## src/rtl/core/lzm_pkg.sv

```systemverilog
// ============================================================================
// lzm_pkg: shared types and constants of the layer z-order manager
// Request codes, sequencer states, stream widths and default sizes.
// ============================================================================
package lzm_pkg;

  localparam int DEF_NUM_LAYERS = 32;
  localparam int DEF_COORD_BITS = 12;

  // Layers examined per cycle by the free-layer search.
  localparam int SCAN_W = 8;

  localparam int REQ_W      = 3;
  localparam int LID_W      = 5;
  localparam int IN_W       = 12;
  localparam int RECT_W     = 13;
  localparam int S_TDATA_W  = 64;
  localparam int M_TDATA_W  = 64;

  localparam logic KIND_STATUS = 1'b0;
  localparam logic KIND_RECT   = 1'b1;

  typedef enum logic [REQ_W-1:0] {
    REQ_ALLOC      = 3'd0,
    REQ_SET_SIZE   = 3'd1,
    REQ_MOVE       = 3'd2,
    REQ_SET_HEIGHT = 3'd3,
    REQ_FREE       = 3'd4,
    REQ_REFRESH    = 3'd5
  } req_e;

  typedef enum logic [3:0] {
    S_IDLE,
    S_CHECK,
    S_SCAN,
    S_DEC,
    S_MV_OLD,
    S_MV_NEW,
    S_RF_RECT,
    S_SH_INIT,
    S_SH_RD,
    S_SH_WR,
    S_SH_FIN,
    S_SH_RECT,
    S_STATUS
  } state_e;

endpackage

```

## src/rtl/core/lzm_free_scan.sv

```systemverilog
// ============================================================================
// lzm_free_scan: free-layer search over one group of layers
// Finds the lowest unused layer within the group selected by chunk_i.
// ============================================================================
module lzm_free_scan #(
  parameter int NUM_LAYERS = lzm_pkg::DEF_NUM_LAYERS
) (
  input  logic [NUM_LAYERS-1:0]                            in_use_i,
  input  logic [((NUM_LAYERS + lzm_pkg::SCAN_W - 1) / lzm_pkg::SCAN_W > 1 ?
                 $clog2((NUM_LAYERS + lzm_pkg::SCAN_W - 1) / lzm_pkg::SCAN_W) :
                 1) - 1:0]                                 chunk_i,
  output logic                                             found_o,
  output logic [$clog2(NUM_LAYERS)-1:0]                    idx_o
);
  import lzm_pkg::*;

  localparam int IDW = $clog2(NUM_LAYERS);
  localparam int NCH = (NUM_LAYERS + SCAN_W - 1) / SCAN_W;
  localparam int IXW = $clog2(NCH * SCAN_W);

  always_comb begin
    logic [IXW-1:0] cand;
    logic           free;
    found_o = 1'b0;
    idx_o   = '0;
    for (int j = SCAN_W - 1; j >= 0; j--) begin
      cand = IXW'(IXW'(chunk_i) * IXW'(SCAN_W)) + IXW'(j);
      free = (int'(cand) < NUM_LAYERS) && !in_use_i[cand[IDW-1:0]];
      if (free) begin
        found_o = 1'b1;
        idx_o   = cand[IDW-1:0];
      end
    end
  end

endmodule

```

## src/rtl/core/layer_zorder_manager.sv

```systemverilog
// ============================================================================
// layer_zorder_manager: display layer pool and stacking-order table
// Allocates, sizes, moves, restacks, frees and refreshes layers, and reports
// the screen rectangles to repaint followed by one status item per request.
// ============================================================================
// Requests enter on the slave stream (tuser carries the request type) and
// each one produces up to two rectangle items and always ends with a status
// item, marked by tlast. tuser on the master stream is 0 for status and 1 for
// a rectangle. One request is worked on at a time; s_tready_o is high only
// between requests.
// Alloc searches the layers one group of 8 at a time. Set height and free
// shift order-table entries when the height changes, as each shift reads the
// order-table memory and then writes it back; an unchanged height skips the
// shift, and freeing a hidden layer goes straight to the status item.
// Results sit in an output register; while the receiver stalls the sequencer
// waits in the emitting state and no item is lost.
// After reset all layers are free and hidden, sizes and positions read as
// zero, and the order table is empty. No clearing pass is needed.
// ============================================================================
module layer_zorder_manager #(
  parameter int NUM_LAYERS = lzm_pkg::DEF_NUM_LAYERS,
  parameter int COORD_BITS = lzm_pkg::DEF_COORD_BITS
) (
  input  logic                             clk_i,
  input  logic                             rst_ni,
  input  logic                             s_tvalid_i,
  output logic                             s_tready_o,
  // layer[4:0], height_req[12:5], a_x[24:13], a_y[36:25], b_x[48:37],
  // b_y[60:49], zero fill above.
  input  logic [lzm_pkg::S_TDATA_W-1:0]    s_tdata_i,
  // req_type[2:0].
  input  logic [lzm_pkg::REQ_W-1:0]        s_tuser_i,
  output logic                             m_tvalid_o,
  input  logic                             m_tready_i,
  // ok[0], layer_id[5:1], rect_x0[18:6], rect_y0[31:19], rect_x1[44:32],
  // rect_y1[57:45], zero fill above.
  output logic [lzm_pkg::M_TDATA_W-1:0]    m_tdata_o,
  // kind[0].
  output logic                             m_tuser_o,
  output logic                             m_tlast_o
);
  import lzm_pkg::*;

  localparam int IDW    = $clog2(NUM_LAYERS);
  localparam int HW     = IDW + 1;
  localparam int CW     = ((HW > 8) ? HW : 8) + 1;
  localparam int SW     = ((COORD_BITS > IN_W) ? COORD_BITS : IN_W) + 1;
  localparam int ZW     = COORD_BITS - 1;
  localparam int SZ_MAX = (1 << ZW) - 1;
  localparam int NCH    = (NUM_LAYERS + SCAN_W - 1) / SCAN_W;
  localparam int CHW    = (NCH > 1) ? $clog2(NCH) : 1;

  state_e state_q, state_d;

  logic [REQ_W-1:0]        req_q;
  logic [LID_W-1:0]        lf_q;
  logic signed [7:0]       tgt_q, tgt_d;
  logic signed [IN_W-1:0]  ax_q, ay_q, bx_q, by_q;

  logic signed [HW-1:0]    top_q, top_d;
  logic [NUM_LAYERS-1:0]   in_use_q, in_use_d;
  logic [NUM_LAYERS-1:0]   hvld_q, pvld_q, svld_q;

  logic signed [HW-1:0]    hgt_mem [NUM_LAYERS];
  logic [IDW-1:0]          ord_mem [NUM_LAYERS];
  logic [2*COORD_BITS-1:0] pos_mem [NUM_LAYERS];
  logic [2*ZW-1:0]         siz_mem [NUM_LAYERS];

  logic signed [HW-1:0]    hgt_rd_q;
  logic [IDW-1:0]          ord_rd_q;
  logic [2*COORD_BITS-1:0] pos_rd_q;
  logic [2*ZW-1:0]         siz_rd_q;
  logic                    hvld_rd_q, pvld_rd_q, svld_rd_q;

  logic [CHW-1:0]          c_q, c_d;
  logic signed [HW-1:0]    old_q, old_d, h_q, h_d, w_q, w_d, e_q, e_d;
  logic                    up_q, up_d, ins_q, ins_d, tinc_q, tinc_d, tdec_q, tdec_d;
  logic signed [COORD_BITS-1:0] px_q, px_d, py_q, py_d;
  logic [ZW-1:0]           sw_q, sw_d, sh_q, sh_d;
  logic                    st_ok_q, st_ok_d;
  logic [LID_W-1:0]        st_id_q, st_id_d;

  logic                    m_tvalid_q, m_tvalid_d;
  logic [M_TDATA_W-1:0]    m_tdata_q, m_tdata_d;
  logic                    m_tuser_q, m_tuser_d, m_tlast_q, m_tlast_d;

  logic                    hw_en, ow_en, pw_en, zw_en, rd_en, or_en;
  logic [IDW-1:0]          hw_addr, ow_addr, or_addr;
  logic signed [HW-1:0]    hw_data;
  logic [IDW-1:0]          ow_data;

  logic                    in_acc, slot_free, lf_in, out_load, cont;
  logic [IDW-1:0]          id;
  logic signed [HW-1:0]    old_c, h_c, w_nx, w_rd;
  logic signed [CW-1:0]    tg_c, lm_c, hx_c;
  logic signed [COORD_BITS-1:0] npx, npy;
  logic [ZW-1:0]           nsw, nsh;
  logic signed [SW-1:0]    px_e, py_e, opa_x, opa_y, opb_x, opb_y;
  logic signed [RECT_W-1:0] rx0, ry0, rx1, ry1;
  logic                    scan_found;
  logic [IDW-1:0]          scan_idx;

  lzm_free_scan #(
    .NUM_LAYERS (NUM_LAYERS)
  ) u_scan (
    .in_use_i (in_use_q),
    .chunk_i  (c_q),
    .found_o  (scan_found),
    .idx_o    (scan_idx)
  );

  assign s_tready_o = (state_q == S_IDLE);
  assign in_acc     = s_tvalid_i && s_tready_o;
  assign slot_free  = !m_tvalid_q || m_tready_i;
  assign lf_in      = int'(lf_q) < NUM_LAYERS;
  assign id         = IDW'(lf_q);
  assign old_c      = hvld_rd_q ? hgt_rd_q : '1;

  assign npx = COORD_BITS'(ax_q);
  assign npy = COORD_BITS'(ay_q);
  assign nsw = (ax_q < 0) ? '0 : (int'(ax_q) > SZ_MAX) ? ZW'(SZ_MAX) : ZW'(ax_q);
  assign nsh = (ay_q < 0) ? '0 : (int'(ay_q) > SZ_MAX) ? ZW'(SZ_MAX) : ZW'(ay_q);

  // A hidden layer may go one above the current top, a visible one may not.
  assign tg_c = CW'(tgt_q);
  assign lm_c = old_q[HW-1] ? CW'(top_q) + CW'(1) : CW'(top_q);
  assign hx_c = (tg_c > lm_c) ? lm_c : (tg_c < CW'(-1)) ? CW'(-1) : tg_c;
  assign h_c  = HW'(hx_c);

  assign cont = up_q ? (w_q < e_q) : (w_q > e_q);
  assign w_rd = up_q ? w_q + HW'(1) : w_q - HW'(1);
  assign w_nx = w_rd;

  assign px_e  = SW'(px_q);
  assign py_e  = SW'(py_q);
  assign opa_x = (state_q == S_RF_RECT) ? SW'(ax_q) : '0;
  assign opa_y = (state_q == S_RF_RECT) ? SW'(ay_q) : '0;
  assign opb_x = (state_q == S_RF_RECT) ? SW'(bx_q) : SW'($signed({1'b0, sw_q}));
  assign opb_y = (state_q == S_RF_RECT) ? SW'(by_q) : SW'($signed({1'b0, sh_q}));
  assign rx0   = RECT_W'(px_e + opa_x);
  assign ry0   = RECT_W'(py_e + opa_y);
  assign rx1   = RECT_W'(px_e + opb_x);
  assign ry1   = RECT_W'(py_e + opb_y);

  always_comb begin
    state_d = state_q;
    case (state_q)
      S_IDLE: begin
        if (in_acc) state_d = S_CHECK;
      end
      S_CHECK: begin
        if (req_q == REQ_ALLOC) begin
          state_d = S_SCAN;
        end else if (req_q > REQ_REFRESH || !lf_in) begin
          state_d = S_STATUS;
        end else if (req_q == REQ_SET_SIZE) begin
          state_d = S_STATUS;
        end else if (req_q == REQ_SET_HEIGHT && !in_use_q[id]) begin
          state_d = S_STATUS;
        end else begin
          state_d = S_DEC;
        end
      end
      S_SCAN: begin
        if (scan_found || c_q == CHW'(NCH - 1)) state_d = S_STATUS;
      end
      S_DEC: begin
        case (req_q)
          REQ_MOVE:       state_d = old_c[HW-1] ? S_STATUS : S_MV_OLD;
          REQ_SET_HEIGHT: state_d = S_SH_INIT;
          REQ_FREE:       state_d = old_c[HW-1] ? S_STATUS : S_SH_INIT;
          REQ_REFRESH:    state_d = old_c[HW-1] ? S_STATUS : S_RF_RECT;
          default:        state_d = S_STATUS;
        endcase
      end
      S_MV_OLD: begin
        if (slot_free) state_d = S_MV_NEW;
      end
      S_MV_NEW, S_RF_RECT, S_SH_RECT: begin
        if (slot_free) state_d = S_STATUS;
      end
      S_SH_INIT: begin
        state_d = (old_q == h_c) ? S_STATUS : S_SH_RD;
      end
      S_SH_RD: begin
        state_d = cont ? S_SH_WR : S_SH_FIN;
      end
      S_SH_WR: begin
        state_d = S_SH_RD;
      end
      S_SH_FIN: begin
        state_d = S_SH_RECT;
      end
      S_STATUS: begin
        if (slot_free) state_d = S_IDLE;
      end
      default: state_d = S_IDLE;
    endcase
  end

  always_comb begin
    tgt_d    = tgt_q;
    top_d    = top_q;
    in_use_d = in_use_q;
    c_d      = c_q;
    old_d    = old_q;
    h_d      = h_q;
    w_d      = w_q;
    e_d      = e_q;
    up_d     = up_q;
    ins_d    = ins_q;
    tinc_d   = tinc_q;
    tdec_d   = tdec_q;
    px_d     = px_q;
    py_d     = py_q;
    sw_d     = sw_q;
    sh_d     = sh_q;
    st_ok_d  = st_ok_q;
    st_id_d  = st_id_q;
    hw_en    = 1'b0;
    hw_addr  = id;
    hw_data  = h_c;
    ow_en    = 1'b0;
    ow_addr  = w_q[IDW-1:0];
    ow_data  = ord_rd_q;
    pw_en    = 1'b0;
    zw_en    = 1'b0;
    rd_en    = 1'b0;
    or_en    = 1'b0;
    or_addr  = w_rd[IDW-1:0];
    out_load = 1'b0;
    m_tuser_d  = KIND_RECT;
    m_tlast_d  = 1'b0;
    m_tdata_d  = M_TDATA_W'({ry1, rx1, ry0, rx0, lf_q, 1'b1});
    m_tvalid_d = m_tvalid_q && !m_tready_i;

    case (state_q)
      S_IDLE: begin
        if (in_acc) tgt_d = s_tdata_i[12:5];
      end
      S_CHECK: begin
        c_d     = '0;
        st_ok_d = 1'b1;
        st_id_d = lf_q;
        if (req_q == REQ_ALLOC) begin
          st_ok_d = 1'b1;
        end else if (req_q > REQ_REFRESH || !lf_in) begin
          st_ok_d = 1'b0;
        end else if (req_q == REQ_SET_SIZE) begin
          zw_en = 1'b1;
        end else if (req_q == REQ_SET_HEIGHT && !in_use_q[id]) begin
          st_ok_d = 1'b0;
        end else begin
          rd_en = 1'b1;
        end
      end
      S_SCAN: begin
        if (scan_found) begin
          in_use_d[scan_idx] = 1'b1;
          hw_en   = 1'b1;
          hw_addr = scan_idx;
          hw_data = '1;
          st_ok_d = 1'b1;
          st_id_d = LID_W'(scan_idx);
        end else if (c_q == CHW'(NCH - 1)) begin
          st_ok_d = 1'b0;
          st_id_d = '0;
        end else begin
          c_d = c_q + CHW'(1);
        end
      end
      S_DEC: begin
        old_d = old_c;
        px_d  = pvld_rd_q ? pos_rd_q[COORD_BITS-1:0] : '0;
        py_d  = pvld_rd_q ? pos_rd_q[2*COORD_BITS-1:COORD_BITS] : '0;
        sw_d  = svld_rd_q ? siz_rd_q[ZW-1:0] : '0;
        sh_d  = svld_rd_q ? siz_rd_q[2*ZW-1:ZW] : '0;
        if (req_q == REQ_FREE) tgt_d = '1;
        if (req_q == REQ_MOVE && old_c[HW-1]) pw_en = 1'b1;
      end
      S_MV_OLD: begin
        if (slot_free) begin
          out_load = 1'b1;
          pw_en    = 1'b1;
          px_d     = npx;
          py_d     = npy;
        end
      end
      S_MV_NEW, S_RF_RECT, S_SH_RECT: begin
        out_load = slot_free;
      end
      S_SH_INIT: begin
        hw_en  = 1'b1;
        h_d    = h_c;
        tinc_d = 1'b0;
        tdec_d = 1'b0;
        ins_d  = 1'b1;
        if (old_q > h_c) begin
          if (!h_c[HW-1]) begin
            up_d = 1'b0;
            w_d  = old_q;
            e_d  = h_c;
          end else begin
            up_d   = 1'b1;
            w_d    = old_q;
            e_d    = top_q;
            ins_d  = 1'b0;
            tdec_d = 1'b1;
          end
        end else if (!old_q[HW-1]) begin
          up_d = 1'b1;
          w_d  = old_q;
          e_d  = h_c;
        end else begin
          up_d   = 1'b0;
          w_d    = top_q + HW'(1);
          e_d    = h_c;
          tinc_d = 1'b1;
        end
      end
      S_SH_RD: begin
        or_en = cont;
      end
      S_SH_WR: begin
        ow_en   = 1'b1;
        hw_en   = 1'b1;
        hw_addr = ord_rd_q;
        hw_data = w_q;
        w_d     = w_nx;
      end
      S_SH_FIN: begin
        ow_en   = ins_q;
        ow_addr = h_q[IDW-1:0];
        ow_data = id;
        if (tinc_q) top_d = top_q + HW'(1);
        if (tdec_q) top_d = top_q - HW'(1);
      end
      S_STATUS: begin
        if (slot_free) begin
          out_load  = 1'b1;
          m_tuser_d = KIND_STATUS;
          m_tlast_d = 1'b1;
          m_tdata_d = M_TDATA_W'({st_id_q, st_ok_q});
          if (req_q == REQ_FREE && st_ok_q) in_use_d[id] = 1'b0;
        end
      end
      default: ;
    endcase

    if (out_load) m_tvalid_d = 1'b1;
  end

  always_ff @(posedge clk_i or negedge rst_ni) begin
    if (!rst_ni) begin
      state_q    <= S_IDLE;
      top_q      <= '1;
      in_use_q   <= '0;
      hvld_q     <= '0;
      pvld_q     <= '0;
      svld_q     <= '0;
      m_tvalid_q <= 1'b0;
    end else begin
      state_q    <= state_d;
      top_q      <= top_d;
      in_use_q   <= in_use_d;
      m_tvalid_q <= m_tvalid_d;
      if (hw_en) hvld_q[hw_addr] <= 1'b1;
      if (pw_en) pvld_q[id] <= 1'b1;
      if (zw_en) svld_q[id] <= 1'b1;
    end
  end

  always_ff @(posedge clk_i) begin
    if (in_acc) begin
      req_q <= s_tuser_i;
      lf_q  <= s_tdata_i[4:0];
      ax_q  <= s_tdata_i[24:13];
      ay_q  <= s_tdata_i[36:25];
      bx_q  <= s_tdata_i[48:37];
      by_q  <= s_tdata_i[60:49];
    end
    tgt_q   <= tgt_d;
    c_q     <= c_d;
    old_q   <= old_d;
    h_q     <= h_d;
    w_q     <= w_d;
    e_q     <= e_d;
    up_q    <= up_d;
    ins_q   <= ins_d;
    tinc_q  <= tinc_d;
    tdec_q  <= tdec_d;
    px_q    <= px_d;
    py_q    <= py_d;
    sw_q    <= sw_d;
    sh_q    <= sh_d;
    st_ok_q <= st_ok_d;
    st_id_q <= st_id_d;
    if (out_load) begin
      m_tdata_q <= m_tdata_d;
      m_tuser_q <= m_tuser_d;
      m_tlast_q <= m_tlast_d;
    end
  end

  always_ff @(posedge clk_i) begin
    if (hw_en) hgt_mem[hw_addr] <= hw_data;
    if (ow_en) ord_mem[ow_addr] <= ow_data;
    if (pw_en) pos_mem[id] <= {npy, npx};
    if (zw_en) siz_mem[id] <= {nsh, nsw};
    if (rd_en) begin
      hgt_rd_q  <= hgt_mem[id];
      pos_rd_q  <= pos_mem[id];
      siz_rd_q  <= siz_mem[id];
      hvld_rd_q <= hvld_q[id];
      pvld_rd_q <= pvld_q[id];
      svld_rd_q <= svld_q[id];
    end
    if (or_en) ord_rd_q <= ord_mem[or_addr];
  end

  assign m_tvalid_o = m_tvalid_q;
  assign m_tdata_o  = m_tdata_q;
  assign m_tuser_o  = m_tuser_q;
  assign m_tlast_o  = m_tlast_q;

  assert property (@(posedge clk_i) disable iff (!rst_ni)
    (s_tvalid_i && s_tready_o) |=> (state_q == S_CHECK))
    else $error("accepted item did not start the request check");

  assert property (@(posedge clk_i) disable iff (!rst_ni)
    (state_q == S_SH_WR) |-> ($past(state_q) == S_SH_RD))
    else $error("order-table write without a preceding read");

  assert property (@(posedge clk_i) disable iff (!rst_ni)
    (state_q == S_SCAN && scan_found) |=> in_use_q[$past(scan_idx)])
    else $error("allocated layer not marked as used");

  assert property (@(posedge clk_i) disable iff (!rst_ni)
    (state_q == S_IDLE) |-> (int'(top_q) < NUM_LAYERS && int'(top_q) >= -1))
    else $error("top height out of range between requests");

endmodule
```

## config.mk

```make
export PLATFORM = sky130hd
export DESIGN_NAME = layer_zorder_manager
export DESIGN_NICKNAME = d
export VERILOG_FILES = /design/src/rtl/core/lzm_pkg.sv /design/src/rtl/core/lzm_free_scan.sv /design/src/rtl/core/layer_zorder_manager.sv
export SDC_FILE = /design/constraint.sdc
export NUM_CORES = 2
export LEC_CHECK = 0
export BUFFER_PORTS_ARGS = -buffer_cell sky130_fd_sc_hd__buf_2
export CAP_MARGIN = 20
export CORE_MARGIN = 2
export CORE_UTILIZATION = 53
export DETAILED_ROUTE_END_ITERATION = 12
export GPL_TIMING_DRIVEN = 0
export MAX_ROUTING_LAYER = met4
export PLACE_DENSITY = 0.69
export SLEW_MARGIN = 30
export SYNTH_ARGS = -nofsm -noshare
export SYNTH_HDL_FRONTEND = slang
export SYNTH_SLANG_ARGS = --single-unit
```

## constraint.sdc

```tcl
create_clock -name clk_i -period 6.7 [get_ports clk_i]
set_input_delay 0.67 -clock clk_i [delete_from_list [all_inputs] [get_ports clk_i]]
set_output_delay 0.67 -clock clk_i [all_outputs]
set_load 0.05 [all_outputs]
```

==> out/results.tsv <==
stage	metric	value	unit
cells_and_area	FF/Latch Area	66200	um2
clocking	CTS clk-pin slew, worst paths	70	ps
die	core area	165000	um2
cells_and_area	share of cells above drive strength 1	28.7	%
die	overall die area	170000	um2
power	IR drop worst, VDD	0.314	mV
power	Leak Pwr	34.6	nW
hold_path	worst hold endpoint	ay_q[11]	
logic_synthesis	Ys Warns	0	
route	DRC	0	
logic_synthesis	Avg Inst Size Synth	19.6	um2
sta	min Tclk post-route	5840	ps
placed_design	placed insts	7027	
clocking	root buffer cell	clkbuf_16	
die	Top Ports	139	
placed_design	pre-CTS WS	872	ps
hold_path	Worst Hold Depth	1	
placed_design	Post-DP Area	96900	um2
logic_synthesis	ys async rst share	6.24	%
logic_synthesis	mapped cell area	88300	um2
logic_synthesis	Primary FF master, synth	edfxtp_1	
cells_and_area	footprint of the multi-input gates	21700	um2
route	Avg WL per Cell	36.6	um
route	drt pass-1 iters	6	
sta	setup skew after layout	45.9	ps
sta	max_slew headroom	22.3	%
sta	Max Freq	0.171	GHz
cells_and_area	Area growth syn-to-layout	18.3	%
clocking	Max clock buf depth	3	
cells_and_area	nets	5259	
job	number of max-cap violations	0	
logic_synthesis	leading post-synthesis cells by cell area	edfxtp_1, mux4_2, dfrtp_1	
hold_path	HP Class	in2reg	
global_route	largest net degree at the start of global routing	89	
cells_and_area	fill cell count	10916	
setup_path	crit path max fanout	10	
clocking	postcts setup bufs	0	
clocking	CTS Buf Count	213	
sta	Final Hold Vio Count	0	
hold_path	Hold Crit Start	s_tdata_i[36]	
route	Final ANT Viol Nets	0	
global_route	first-pass GRT wire length	378000	um
clocking	Clk Latency, worst-skew pair	870	ps
clocking	clk sinks	2228	
power	Pwr Density	352	nW/um2
logic_synthesis	post-synth cell types	80	
die	Starting Density	53.5	%
logic_synthesis	Yosys top cell by area	edfxtp_1	
setup_path	reg2reg setup slack	860	ps
sta	Final Max Tran Viols	0	
logic_synthesis	number of enable flip-flop cells after synthesis	2089	
clocking	CTS tree	yes	
setup_path	Worst R2R Start	top_q[0]	
sta	period utilisation layout	87.1	%
sta	final setup margin	861	ps
placed_design	RD Place Congestion	0.937	
clocking	H-tree depth	4	
clocking	PostCTS Resize Cnt	0	
route	Total Routed Length	275000	um
logic_synthesis	Cells after Synth	4511	
cells_and_area	fin area	104000	um2
global_route	antenna violations before repair	20	
placed_design	hpwl dp	188000	um
global_route	vias in the first global route	48460	
sta	Final setup viols	0	
setup_path	Critical R2R Capture	e_q[2]	
logic_synthesis	area share of the largest cell type after synthesis	71.0	%
cells_and_area	Cell Count, Final, Fillers Out	7516	
setup_path	Crit. End Element	flip-flop	
global_route	total grt overflow	0	
die	Die Y	412	um
sta	Worst-Margin Slew	1170	ps
route	Via-to-Cell Ratio	6.72	
placed_design	Port Buffers	129	
setup_path	critical path launch point type	flip-flop	
setup_path	Worst EP required	7300	ps
setup_path	Crit Path Class	reg2reg	
setup_path	crit path DAT	6440	ps
sta	RSZ-0062 raised after global routing	false	
logic_synthesis	register area share after synthesis	75.0	%
run_status	status	finished clean	
setup_path	cells on worst reg2reg path	20	
route	DRT iter0 DRCs	8711	
logic_synthesis	register bit count reported by yosys	2228	
route	total number of vias	50545	
global_route	All-Layer GR Usage	33.5	%
clocking	Hold Buf Count CTS	55	
die	Placement Rows	149	
die	die width	412	um
placed cells by master, fill, tap and decap left out, drive strengths merged, types with 19 or more instances in the layout:
cell type    instances
a21oi               55
edfxtp            2089
nand2b              26
o21bai              31
mux4               506
a21o                22
nor2               195
nor3                34
and2                65
o21ai              132
xor2                19
mux2                36
nand3               20
or2                 79
dlygate4sd3         55
clkbuf             446
nand2              172
ha                  72
inv                 67
diode               32
buf                400
clkinv              81
nor2b               38
a22oi              225
nand4               63
dfrtp              133
xnor2               31
sequential cells by signal, indices dropped and copies added, names as in the netlist, 8 cells and up:
name,flops
bx_q,12
siz_mem,704
ord_mem,160
pvld_q,32
in_use_q,32
py_q,12
px_q,12
hvld_q,32
hgt_mem,192
tgt_q,8
pos_mem,768
sw_q,11
ay_q,12
svld_q,32
ax_q,12
sh_q,11
siz_rd_q,22
by_q,12
pos_rd_q,24
m_tdata_o,58
synthesized netlist by cell type (all sizes together) (4+ instances only):
cell type / n
o21bai: 31
nand3: 20
inv: 57
edfxtp: 2089
nor2b: 38
a31oi: 4
and3: 12
a22oi: 225
a211oi: 13
nor2: 195
nand3b: 4
xnor2: 31
nor3b: 5
o21ai: 132
or2: 79
nand4b: 5
nand2: 172
a31o: 5
ha: 72
mux4: 506
dfstp: 6
o21a: 13
a21oi: 55
fa: 5
o31ai: 5
xor2: 19
nor4: 4
nand4: 63
nor3: 34
dfrtp: 133
or3: 12
mux2: 36
o22a: 4
mux2i: 14
a21o: 22
nand2b: 26
and2: 65
buf: 82
o22ai: 8
clkbuf: 157
o211ai: 9
logic make-up (layout without fill, tap and decap cells):
| logic type | after synthesis | count (layout) | synth area share (%) |
|---|---|---|---|
| other | 1 | 38 | 0.00425 |
| buffers and inverters | 298 | 1077 | 1.35 |
| xor gates and xnor gates | 50 | 50 | 0.496 |
| and+or+nand+nor | 741 | 741 | 4.22 |
| adders and majority gates | 78 | 78 | 1.14 |
| DFF | 2228 | 2228 | 75.0 |
| muxes | 556 | 556 | 13.5 |
| AOI/OAI and AO/OA | 559 | 559 | 4.30 |
stage by stage:
step / power [mW] / TNS [ps] / utilization, % / hold WS (ps)
after floorplan: 21.8 / 0 / - / 374
after global placement: 24.3 / -5120 / 55.5 / 438
after detailed placement: 24.9 / 0 / 58.7 / 444
after CTS: 36.6 / 0 / 63.2 / 41.0
after global routing: 37.7 / 0 / 63.2 / 61.9
final: 36.7 / 0 / 63.3 / 77.8
report_power, final:
| group | switching (mW) | internal (mW) | total, mW | leakage, nW |
|---|---|---|---|---|
| logic | 5.05 | 2.61 | 7.66 | 10.6 |
| clock network | 5.29 | 6.65 | 11.9 | 3.35 |
| registers | 0.388 | 16.8 | 17.1 | 20.6 |
per-layer routing:
metal  track usage, %  part of all wire [%]  vias to the layer above
li1                 -                     -                    19717
met1             43.4                    36                    25951
met2             47.9                    45                     4114
met3             11.8                    15                      763
met4             15.0                   5.1                        0
met5                -                     0                        -
worst max-delay path by stage:
stage / start / end / slack [ps] / depth (start not counted)
after floorplan: top_q[0] / e_q[0] / 1730 / 22
after global placement: top_q[0] / hgt_mem[30][4] / -140 / 13
after detailed placement: top_q[0] / e_q[2] / 870 / 19
after CTS: top_q[0] / e_q[0] / 850 / 19
after global routing: top_q[0] / e_q[0] / 510 / 20
final: top_q[0] / e_q[2] / 860 / 20
area by class of cell:
cell class	instances	area share [%]
Antenna cell	32	0.0766
Buffer	239	1.05
Clock buffer	282	5.54
Clock inverter	117	1.07
Inverter	59	0.212
Multi-Input combinational cell	1990	20.7
Sequential cell	2228	63.4
Tap cell	2189	2.62
Timing Repair Buffer	380	5.32
worst max-delay path: stages (launching register included):
cell and delay, ps:
dfstp_2 610, inv_1 120, ha_1 350, nand2_1 60, o21ai_0 140, inv_1 80, ha_1 290, and3_1 180
a21oi_1 50, maj3_1 370, a222oi_1 390, o21ai_1 240, o22ai_1 670, ha_1 400, o21a_1 120, o21a_1 150
o21ai_0 280, a211oi_2 230, nand2b_1 120, clkbuf_1 350, mux2_2 400
Note: power is estimated with default switching activity, not from simulation.
